### src/sv/foc_decoupling_voltage_step_macros.svh
// Assertion helpers for the control-path module.
`ifndef FOC_DECOUPLING_VOLTAGE_STEP_MACROS_SVH
`define FOC_DECOUPLING_VOLTAGE_STEP_MACROS_SVH

// Same-cycle implication, sampled on clk_i, off while rst_ni is low.
`define FDVS_ASSERT_IMP(label, ante, cons) \
  label: assert property (@(posedge clk_i) disable iff (!rst_ni) (ante) |-> (cons)) \
    else $error("%m: check failed");

// Next-cycle implication, sampled on clk_i, off while rst_ni is low.
`define FDVS_ASSERT_NXT(label, ante, cons) \
  label: assert property (@(posedge clk_i) disable iff (!rst_ni) (ante) |=> (cons)) \
    else $error("%m: check failed");

`endif

### src/sv/fdvs_pkg.sv
package fdvs_pkg;

  localparam int unsigned GainW  = 15;
  localparam int unsigned DataW  = 16;
  localparam int unsigned AngleW = 15;
  localparam int unsigned IdxW   = 3;
  localparam int unsigned InW    = 48;
  localparam int unsigned OutW   = 80;

  // register indexes
  localparam logic [IdxW-1:0] RegRs    = 3'd0;
  localparam logic [IdxW-1:0] RegSigma = 3'd1;
  localparam logic [IdxW-1:0] RegLs    = 3'd2;
  localparam logic [IdxW-1:0] RegSlip  = 3'd3;
  localparam logic [IdxW-1:0] RegAngle = 3'd4;

  // reset values
  localparam logic [GainW-1:0] RstRs    = 15'd162;
  localparam logic [GainW-1:0] RstSigma = 15'd253;
  localparam logic [GainW-1:0] RstLs    = 15'd3009;
  localparam logic [GainW-1:0] RstSlip  = 15'd193;
  localparam logic [GainW-1:0] RstAngle = 15'd328;

  localparam logic [DataW-1:0] SatPos = 16'h7FFF;
  localparam logic [DataW-1:0] SatNeg = 16'h8000;

  // divider runs one quotient bit per cycle over the 31-bit numerator magnitude
  localparam int unsigned NumW = 31;
  localparam logic [4:0]  DivLast = 5'(NumW - 1);

  typedef enum logic [11:0] {
    ST_IDLE = 12'b0000_0000_0001,
    ST_NUM  = 12'b0000_0000_0010,
    ST_DINI = 12'b0000_0000_0100,
    ST_DIV  = 12'b0000_0000_1000,
    ST_SLIP = 12'b0000_0001_0000,
    ST_ANG  = 12'b0000_0010_0000,
    ST_RSD  = 12'b0000_0100_0000,
    ST_RSQ  = 12'b0000_1000_0000,
    ST_WQ   = 12'b0001_0000_0000,
    ST_SGD  = 12'b0010_0000_0000,
    ST_WD   = 12'b0100_0000_0000,
    ST_LS   = 12'b1000_0000_0000
  } state_e;

endpackage

### src/sv/foc_decoupling_voltage_step.sv
// Decoupling voltage step for indirect field-oriented control. Each input transfer carries
// the d/q current references and the measured speed; each produces exactly one output
// transfer with the decoupled d/q voltage commands, the updated 15-bit flux angle, the
// stator frequency and the saturated slip frequency. All multiplication runs on one shared
// 19x16 signed multiplier plus a one-bit-per-cycle restoring divider under a small
// sequencer. Output valid rises in the same cycle in which the input side is ready again;
// no new item is taken while one is still in the sequencer, and the 31-bit slip division
// takes most of each item's time. A finished result waits in the output register, and the
// next item is taken meanwhile; the sequencer only stalls at its last step if the previous
// result has still not been taken. The user must write gains through the cfg port only
// while the block is idle; the block does not enforce it. Out-of-range indexes are ignored.
module foc_decoupling_voltage_step (
  input  logic                          clk_i,
  input  logic                          rst_ni,
  // cfg write port
  input  logic                          cfg_we_i,
  input  logic [fdvs_pkg::IdxW-1:0]     cfg_idx_i,
  input  logic [fdvs_pkg::GainW-1:0]    cfg_wdata_i,
  // input stream
  input  logic                          s_axis_tvalid,
  output logic                          s_axis_tready,
  // [15:0] d_current_ref, [31:16] q_current_ref, [47:32] rotor_speed
  input  logic [fdvs_pkg::InW-1:0]      s_axis_tdata,
  // output stream
  output logic                          m_axis_tvalid,
  input  logic                          m_axis_tready,
  // [15:0] d_voltage_ref, [31:16] q_voltage_ref, [46:32] flux_angle,
  // [62:47] stator_frequency, [78:63] slip_frequency, [79] zero
  output logic [fdvs_pkg::OutW-1:0]     m_axis_tdata
);

  `include "foc_decoupling_voltage_step_macros.svh"

  // gain registers
  logic [fdvs_pkg::GainW-1:0] rs_q, sg_q, ls_q, slg_q, ang_q;

  always_ff @(posedge clk_i or negedge rst_ni) begin
    if (!rst_ni) begin
      rs_q  <= fdvs_pkg::RstRs;
      sg_q  <= fdvs_pkg::RstSigma;
      ls_q  <= fdvs_pkg::RstLs;
      slg_q <= fdvs_pkg::RstSlip;
      ang_q <= fdvs_pkg::RstAngle;
    end else if (cfg_we_i) begin
      unique case (cfg_idx_i)
        fdvs_pkg::RegRs:    rs_q  <= cfg_wdata_i;
        fdvs_pkg::RegSigma: sg_q  <= cfg_wdata_i;
        fdvs_pkg::RegLs:    ls_q  <= cfg_wdata_i;
        fdvs_pkg::RegSlip:  slg_q <= cfg_wdata_i;
        fdvs_pkg::RegAngle: ang_q <= cfg_wdata_i;
        default: ;
      endcase
    end
  end

  fdvs_pkg::state_e state_q, state_d;

  logic signed [15:0] isd_q, isq_q, spd_q;
  logic signed [34:0] prod_q;
  logic        [15:0] rem_q, dvs_q;
  logic        [30:0] quo_q;
  logic        [4:0]  cnt_q;
  logic               num_neg_q;
  logic        [15:0] slip_q, w_q, p1d_q, p1q_q, vsd_q;
  logic        [14:0] acc_q;
  logic [fdvs_pkg::OutW-1:0] out_q;
  logic               out_valid_q;

  logic in_fire, out_fire, out_free;
  assign in_fire  = s_axis_tvalid && s_axis_tready;
  assign out_fire = out_valid_q && m_axis_tready;
  assign out_free = !out_valid_q || m_axis_tready;

  assign s_axis_tready = (state_q == fdvs_pkg::ST_IDLE);
  assign m_axis_tvalid = out_valid_q;
  assign m_axis_tdata  = out_q;

  // shared multiplier: operand select by step
  logic signed [18:0] mul_a;
  logic signed [15:0] mul_b;
  logic signed [34:0] mul_p;

  always_comb begin
    mul_a = '0;
    mul_b = '0;
    unique case (state_q)
      fdvs_pkg::ST_NUM: begin
        mul_a = 19'(isq_q);
        mul_b = $signed({1'b0, slg_q});
      end
      fdvs_pkg::ST_ANG: begin
        mul_a = 19'($signed(w_q));
        mul_b = $signed({1'b0, ang_q});
      end
      fdvs_pkg::ST_RSD: begin
        mul_a = 19'(isd_q);
        mul_b = $signed({1'b0, rs_q});
      end
      fdvs_pkg::ST_RSQ: begin
        mul_a = 19'(isq_q);
        mul_b = $signed({1'b0, rs_q});
      end
      fdvs_pkg::ST_WQ: begin
        mul_a = 19'($signed(w_q));
        mul_b = isq_q;
      end
      fdvs_pkg::ST_SGD: begin
        mul_a = prod_q[31:13];
        mul_b = $signed({1'b0, sg_q});
      end
      fdvs_pkg::ST_WD: begin
        mul_a = 19'($signed(w_q));
        mul_b = isd_q;
      end
      fdvs_pkg::ST_LS: begin
        mul_a = prod_q[31:13];
        mul_b = $signed({1'b0, ls_q});
      end
      default: ;
    endcase
  end

  assign mul_p = mul_a * mul_b;

  // numerator with its low bit cleared, and its magnitude
  logic [30:0] num;
  logic [30:0] num_mag;
  assign num     = {prod_q[30:1], 1'b0};
  assign num_mag = num[30] ? (~num + 31'd1) : num;

  // one restoring divide step
  logic [16:0] rem_sh;
  logic [17:0] diff;
  logic        ge;
  assign rem_sh = {rem_q, quo_q[30]};
  assign diff   = {1'b0, rem_sh} - {2'b0, dvs_q};
  assign ge     = !diff[17];

  // slip saturation and stator frequency
  logic        quo_neg;
  logic [15:0] slip_sat, w_new;
  assign quo_neg = num_neg_q ^ isd_q[15];

  always_comb begin
    priority if (isd_q == '0) begin
      slip_sat = num_neg_q ? fdvs_pkg::SatNeg : fdvs_pkg::SatPos;
    end else if (quo_neg) begin
      slip_sat = (quo_q > 31'd32768) ? fdvs_pkg::SatNeg : (~quo_q[15:0] + 16'd1);
    end else begin
      slip_sat = (quo_q > 31'd32767) ? fdvs_pkg::SatPos : quo_q[15:0];
    end
  end

  assign w_new = {spd_q[13:0], 2'b00} + slip_sat;

  // sequencer
  always_comb begin
    state_d = state_q;
    unique case (state_q)
      fdvs_pkg::ST_IDLE: if (in_fire) state_d = fdvs_pkg::ST_NUM;
      fdvs_pkg::ST_NUM:  state_d = fdvs_pkg::ST_DINI;
      fdvs_pkg::ST_DINI: state_d = fdvs_pkg::ST_DIV;
      fdvs_pkg::ST_DIV:  if (cnt_q == '0) state_d = fdvs_pkg::ST_SLIP;
      fdvs_pkg::ST_SLIP: state_d = fdvs_pkg::ST_ANG;
      fdvs_pkg::ST_ANG:  state_d = fdvs_pkg::ST_RSD;
      fdvs_pkg::ST_RSD:  state_d = fdvs_pkg::ST_RSQ;
      fdvs_pkg::ST_RSQ:  state_d = fdvs_pkg::ST_WQ;
      fdvs_pkg::ST_WQ:   state_d = fdvs_pkg::ST_SGD;
      fdvs_pkg::ST_SGD:  state_d = fdvs_pkg::ST_WD;
      fdvs_pkg::ST_WD:   state_d = fdvs_pkg::ST_LS;
      fdvs_pkg::ST_LS:   if (out_free) state_d = fdvs_pkg::ST_IDLE;
      default:           state_d = fdvs_pkg::ST_IDLE;
    endcase
  end

  always_ff @(posedge clk_i or negedge rst_ni) begin
    if (!rst_ni) begin
      state_q     <= fdvs_pkg::ST_IDLE;
      out_valid_q <= 1'b0;
      acc_q       <= '0;
    end else begin
      state_q <= state_d;
      if (state_q == fdvs_pkg::ST_LS && out_free) begin
        out_valid_q <= 1'b1;
      end else if (out_fire) begin
        out_valid_q <= 1'b0;
      end
      // angle accumulates the floor-shifted step, wrapping at 15 bits
      if (state_q == fdvs_pkg::ST_RSD) begin
        acc_q <= acc_q + prod_q[27:13];
      end
    end
  end

  // datapath
  always_ff @(posedge clk_i) begin
    unique case (state_q)
      fdvs_pkg::ST_IDLE: begin
        if (in_fire) begin
          isd_q <= s_axis_tdata[15:0];
          isq_q <= s_axis_tdata[31:16];
          spd_q <= s_axis_tdata[47:32];
        end
      end
      fdvs_pkg::ST_DINI: begin
        num_neg_q <= num[30];
        quo_q     <= num_mag;
        rem_q     <= '0;
        dvs_q     <= isd_q[15] ? (~isd_q + 16'sd1) : isd_q;
        cnt_q     <= fdvs_pkg::DivLast;
      end
      fdvs_pkg::ST_DIV: begin
        rem_q <= ge ? diff[15:0] : rem_sh[15:0];
        quo_q <= {quo_q[29:0], ge};
        cnt_q <= cnt_q - 5'd1;
      end
      fdvs_pkg::ST_SLIP: begin
        slip_q <= slip_sat;
        w_q    <= w_new;
      end
      fdvs_pkg::ST_RSQ: p1d_q <= prod_q[27:12];
      fdvs_pkg::ST_WQ:  p1q_q <= prod_q[27:12];
      fdvs_pkg::ST_WD:  vsd_q <= p1d_q - prod_q[27:12];
      fdvs_pkg::ST_LS: begin
        if (out_free) begin
          out_q <= {1'b0, slip_q, w_q, acc_q, p1q_q + mul_p[27:12], vsd_q};
        end
      end
      default: ;
    endcase
    if (state_q == fdvs_pkg::ST_NUM || state_q == fdvs_pkg::ST_ANG ||
        state_q == fdvs_pkg::ST_RSD || state_q == fdvs_pkg::ST_RSQ ||
        state_q == fdvs_pkg::ST_WQ  || state_q == fdvs_pkg::ST_SGD ||
        state_q == fdvs_pkg::ST_WD) begin
      prod_q <= mul_p;
    end
  end

  // checks
  logic div_done, slip_pinned;
  assign div_done    = (state_q == fdvs_pkg::ST_DIV) && (cnt_q == '0);
  assign slip_pinned = (slip_q == fdvs_pkg::SatPos) || (slip_q == fdvs_pkg::SatNeg);

  `FDVS_ASSERT_NXT(a_accept_starts, in_fire, state_q == fdvs_pkg::ST_NUM)
  `FDVS_ASSERT_NXT(a_div_ends, div_done, state_q == fdvs_pkg::ST_SLIP)
  `FDVS_ASSERT_NXT(a_done_valid, (state_q == fdvs_pkg::ST_LS) && out_free, out_valid_q)
  `FDVS_ASSERT_NXT(a_zero_div_sat, (state_q == fdvs_pkg::ST_SLIP) && (isd_q == '0), slip_pinned)

endmodule

### config.mk
export PLATFORM = sky130hd
export DESIGN_NAME = foc_decoupling_voltage_step
export DESIGN_NICKNAME = d
export VERILOG_FILES = /design/src/sv/fdvs_pkg.sv /design/src/sv/foc_decoupling_voltage_step.sv
export VERILOG_INCLUDE_DIRS = /design/src /design/src/sv
export SDC_FILE = /design/constraint.sdc
export NUM_CORES = 2
export LEC_CHECK = 0
export ABC_AREA = 1
export BUFFER_PORTS_ARGS = -buffer_cell sky130_fd_sc_hd__buf_2
export CELL_PAD_IN_SITES_DETAIL_PLACEMENT = 1
export CELL_PAD_IN_SITES_GLOBAL_PLACEMENT = 1
export CORE_MARGIN = 3
export CORE_UTILIZATION = 33
export CTS_CLUSTER_SIZE = 8
export DETAILED_ROUTE_END_ITERATION = 16
export PLACE_DENSITY_LB_ADDON = 0.1
export SLEW_MARGIN = 10
export SYNTH_ARGS = -nofsm -noshare
export SYNTH_HDL_FRONTEND = slang
export SYNTH_SLANG_ARGS = --single-unit
### constraint.sdc
create_clock -name clk_i -period 11.05 [get_ports clk_i]
set_input_delay 0.5525 -clock clk_i [delete_from_list [all_inputs] [get_ports clk_i]]
set_output_delay 0.5525 -clock clk_i [all_outputs]
set_load 0.02 [all_outputs]
==> flow_metrics.env <==
export IMPL_start_util_pct=33.41
export IMPL_syn_nets=3731
export IMPL_nNetsFinal=3916
export IMPL_grt_max_degree=65
export IMPL_finalNonFillerCells=4674
export IMPL_multi_input_area_sq_um=16480
export IMPL_r2r_start="state_q[4]"
export IMPL_pwr_share_seq_pct=38.7
export IMPL_finalMaxSlewViolations=0
export IMPL_async_flop_share_pct=25.50
export IMPL_drive_above_1_share_pct=11.34
export IMPL_p_clk_share_pct=29.4
export IMPL_via_per_inst=4.937
export IMPL_design_area_sq_um=34700
export IMPL_numCtsBuffers=57
export IMPL_fmax_mhz=103.7
export IMPL_hpwlAfterDp_um=81830
export IMPL_grt_pass1_wl_um=159100
export IMPL_min_path_cells=1
export IMPL_core_sq_um=91940
export IMPL_die_area_sq_um=96780
export IMPL_path_common_cell="fa_1"
export IMPL_r2r_end="m_axis_tdata[28]"
export IMPL_wl_per_cell_um=21.88
export IMPL_clk_pin_slew_ns=0.05
export IMPL_worstRegToRegCells=34
export IMPL_ios=153
export IMPL_synth_seq_area_share_pct=37.91
export IMPL_synth_ff_type="edfxtp_1"
export IMPL_gr_total_overflow=0
export IMPL_wirelength_um=102300
export IMPL_htree_levels=2
export IMPL_cts_setup_buffers=0
export IMPL_drc=0
export IMPL_rows=111
export IMPL_cap_viol_max_count=0
export IMPL_clock_latency_ns=0.62
export IMPL_synthCells=3211
export IMPL_status="finished clean"
export IMPL_drt_iter0_markers=1165
export IMPL_io_buffers=149
export IMPL_ctsHoldBuffers=1
export IMPL_tightest_slew_ns=1.108
export IMPL_grt_pass1_vias=25830
export IMPL_cts_tree="built"
export IMPL_post_dp_cell_area_sq_um=33060
export IMPL_post_cts_resized=0
export IMPL_firstDrtPassIters=5
export IMPL_p_sw_share_pct=38.17
export IMPL_post_route_period_util_pct=87.27
export IMPL_hp_class="in -> reg"
export IMPL_slowest_delay_ns=0.58
export IMPL_leakagePower_nw=15.80
export IMPL_finish_utilization_pct=37.74
export IMPL_antenna_found_initial=3
export IMPL_start_kind="flip-flop"
export IMPL_die_x_um=311.1
export IMPL_cts_root_buf="clkbuf_16"
export IMPL_largest_reg_flops=77
export IMPL_area_delta_synth_final_pct=12.97
export IMPL_cp_slowest_cell="nor2_4"
export IMPL_cts_buffer_depth=3
export IMPL_p_comb_share_pct=32.0
export IMPL_clock_skew_ns=0.02738
export IMPL_r2r_slack_ns=1.41
export IMPL_arrival_ns=10.00
export IMPL_ys_types=60
export IMPL_syn_area_sq_um=30720
export IMPL_grt_usage_pct=21.38
export IMPL_synth_avg_cell_area_sq_um=9.567
export IMPL_numClockSinks=404
export IMPL_period_needed_ns=9.643
export IMPL_rsz0062_at_grt="no"
export IMPL_critPathKind="reg -> reg"
export IMPL_via_count=23080
export IMPL_power_per_cell_area_nw_per_um2=162.9
export IMPL_yosys_warnings=0
export IMPL_ys_ff_latch=404
export IMPL_cp_required_ns=11.40
export IMPL_seqCellArea_sq_um=11640
export IMPL_slew_headroom_pct=25.98
export IMPL_ir_drop_uv=111.2
export IMPL_internal_power_mw=3.495
export IMPL_synth_edf_count=301
export IMPL_setup_viol=0
export IMPL_routabilityCongestion=0.8659
export IMPL_crit_path_end_kind="flip-flop"
export IMPL_die_h_um=311.1
export IMPL_ant_nets=0
export IMPL_worstPathMaxFanout=21
export IMPL_n_fill_cell=10590
export IMPL_hold_viol=0
export IMPL_p_sw_mw=2.158
export IMPL_min_from="s_axis_tdata[17]"
export IMPL_dpl_cell_count=4579
export IMPL_finalSetupTns_ns=0
export IMPL_hold_end="isq_q[1]"
export IMPL_hold_ws_ns=0.1139
## placed cells by master (no fill, tap or decap), types with 7 or more instances in the layout
master     netlist  layout
inv_1          554     554
o211ai_1         7       7
nor4_1          16      15
a21o_1           7       7
xor2_1         103     103
inv_2           30      30
clkbuf_16        0      58
dfrtp_1         80      80
clkbuf_1        34      30
dfstp_2         23      23
o21ai_1         17      17
a2111oi_4       12      12
nand3_1         88      88
nor3_1          34      33
nor2_1         272     271
or2_2            9       9
o31ai_1         15      15
a21oi_2          7       7
edfxtp_1       301     301
nand2_2          8       9
ha_1           163     163
nand2_1        577     576
a22oi_1         15      15
xnor2_1         34      34
buf_4           14      58
buf_2           28     148
a21oi_1        180     180
o21ai_0        195     195
nand4_1         26      26
fa_1           286     286
## per-layer routing
layer	global-route usage, %	vias up	share of wire, %
li1	-	10710	-
met1	27.58	11870	44
met2	38.17	383	50
met3	2.291	105	3.0
met4	5.633	0	2.6
met5	0	-	0
## layout make-up
| class | count | share of cell area, % |
|---|---|---|
| Inverter | 585 | 6.328 |
| Tap cell | 1243 | 4.482 |
| Clock buffer | 89 | 4.547 |
| Sequential cell | 404 | 33.56 |
| Timing Repair Buffer | 207 | 3.418 |
| Clock inverter | 4 | 0.1623 |
| Multi-Input combinational cell | 2141 | 47.50 |
| Antenna cell | 1 | 0.007211 |
## cells by family (layout without fill, tap and decap cells)
| family | Yosys count | in the layout | share of synthesized area (%) |
|---|---|---|---|
| AO/OA/AOI/OAI | 498 | 498 | 10.03 |
| XOR/XNOR | 137 | 137 | 3.906 |
| adder cells (fa/ha/maj) | 449 | 449 | 25.28 |
| buffers and inverters | 666 | 885 | 8.521 |
| flip-flops | 404 | 404 | 37.91 |
| other | 1 | 2 | 0.01221 |
| AND/OR/NAND/NOR | 1056 | 1056 | 14.35 |
## worst max-delay path: cells and delay by family (launching register included)
kind | cells | cell delay [ns]
xor gates and xnor gates | 2 | 0.41
buffers and inverters | 4 | 0.42
adders and majority gates | 8 | 3.87
and+or+nand+nor | 11 | 2.33
AOI/OAI and AO/OA | 9 | 1.90
DFF | 1 | 0.40
## Yosys cell counts, drive strengths merged (5+ instances only)
master | number | share of area (%)
a2111oi | 12 | 1.1
a21o | 7 | 0.17
a21oi | 191 | 3.3
a22oi | 15 | 0.37
a31oi | 6 | 0.12
buf | 47 | 0.96
clkbuf | 34 | 0.42
dfrtp | 80 | 6.5
dfstp | 23 | 2.0
edfxtp | 301 | 29
fa | 286 | 19
ha | 163 | 6.6
inv | 584 | 7.1
nand2 | 589 | 7.4
nand3 | 90 | 1.5
nand3b | 5 | 0.12
nand4 | 26 | 0.53
nor2 | 278 | 3.5
nor3 | 38 | 0.68
nor4 | 17 | 0.37
o211ai | 7 | 0.17
o21ai | 216 | 3.6
o21bai | 6 | 0.15
o31ai | 15 | 0.37
or2 | 10 | 0.20
xnor2 | 34 | 0.97
xor2 | 103 | 2.9
## metrics by stage
step / setup WS, ns / total power, mW
final: 1.407 / 5.653
after global routing: 0.6529 / 5.986
after CTS: 1.355 / 5.733
after detailed placement: 1.362 / 4.037
after global placement: 1.366 / 3.998
after floorplan: 3.039 / 3.264
## power groups by stage
stage	logic, mW	clock network (mW)	registers, mW
2_1_floorplan	1.14	0	2.12
6_report	1.81	1.66	2.19
5_1_grt	2.01	1.77	2.20
4_1_cts	1.83	1.71	2.19
3_3_place_gp	1.78	0	2.21
3_5_place_dp	1.82	0	2.22
## worst max-delay path by stage
stage,from,end,cells after the start
CTS,state_q[3],m_axis_tdata[28],34
finish,state_q[4],m_axis_tdata[28],34
floorplan,state_q[0],m_axis_tdata[28],35
detailed placement,state_q[3],m_axis_tdata[28],34
global route,state_q[2],m_axis_tdata[28],34
global placement,state_q[3],m_axis_tdata[28],34
Power figures use the tool's default switching activity.
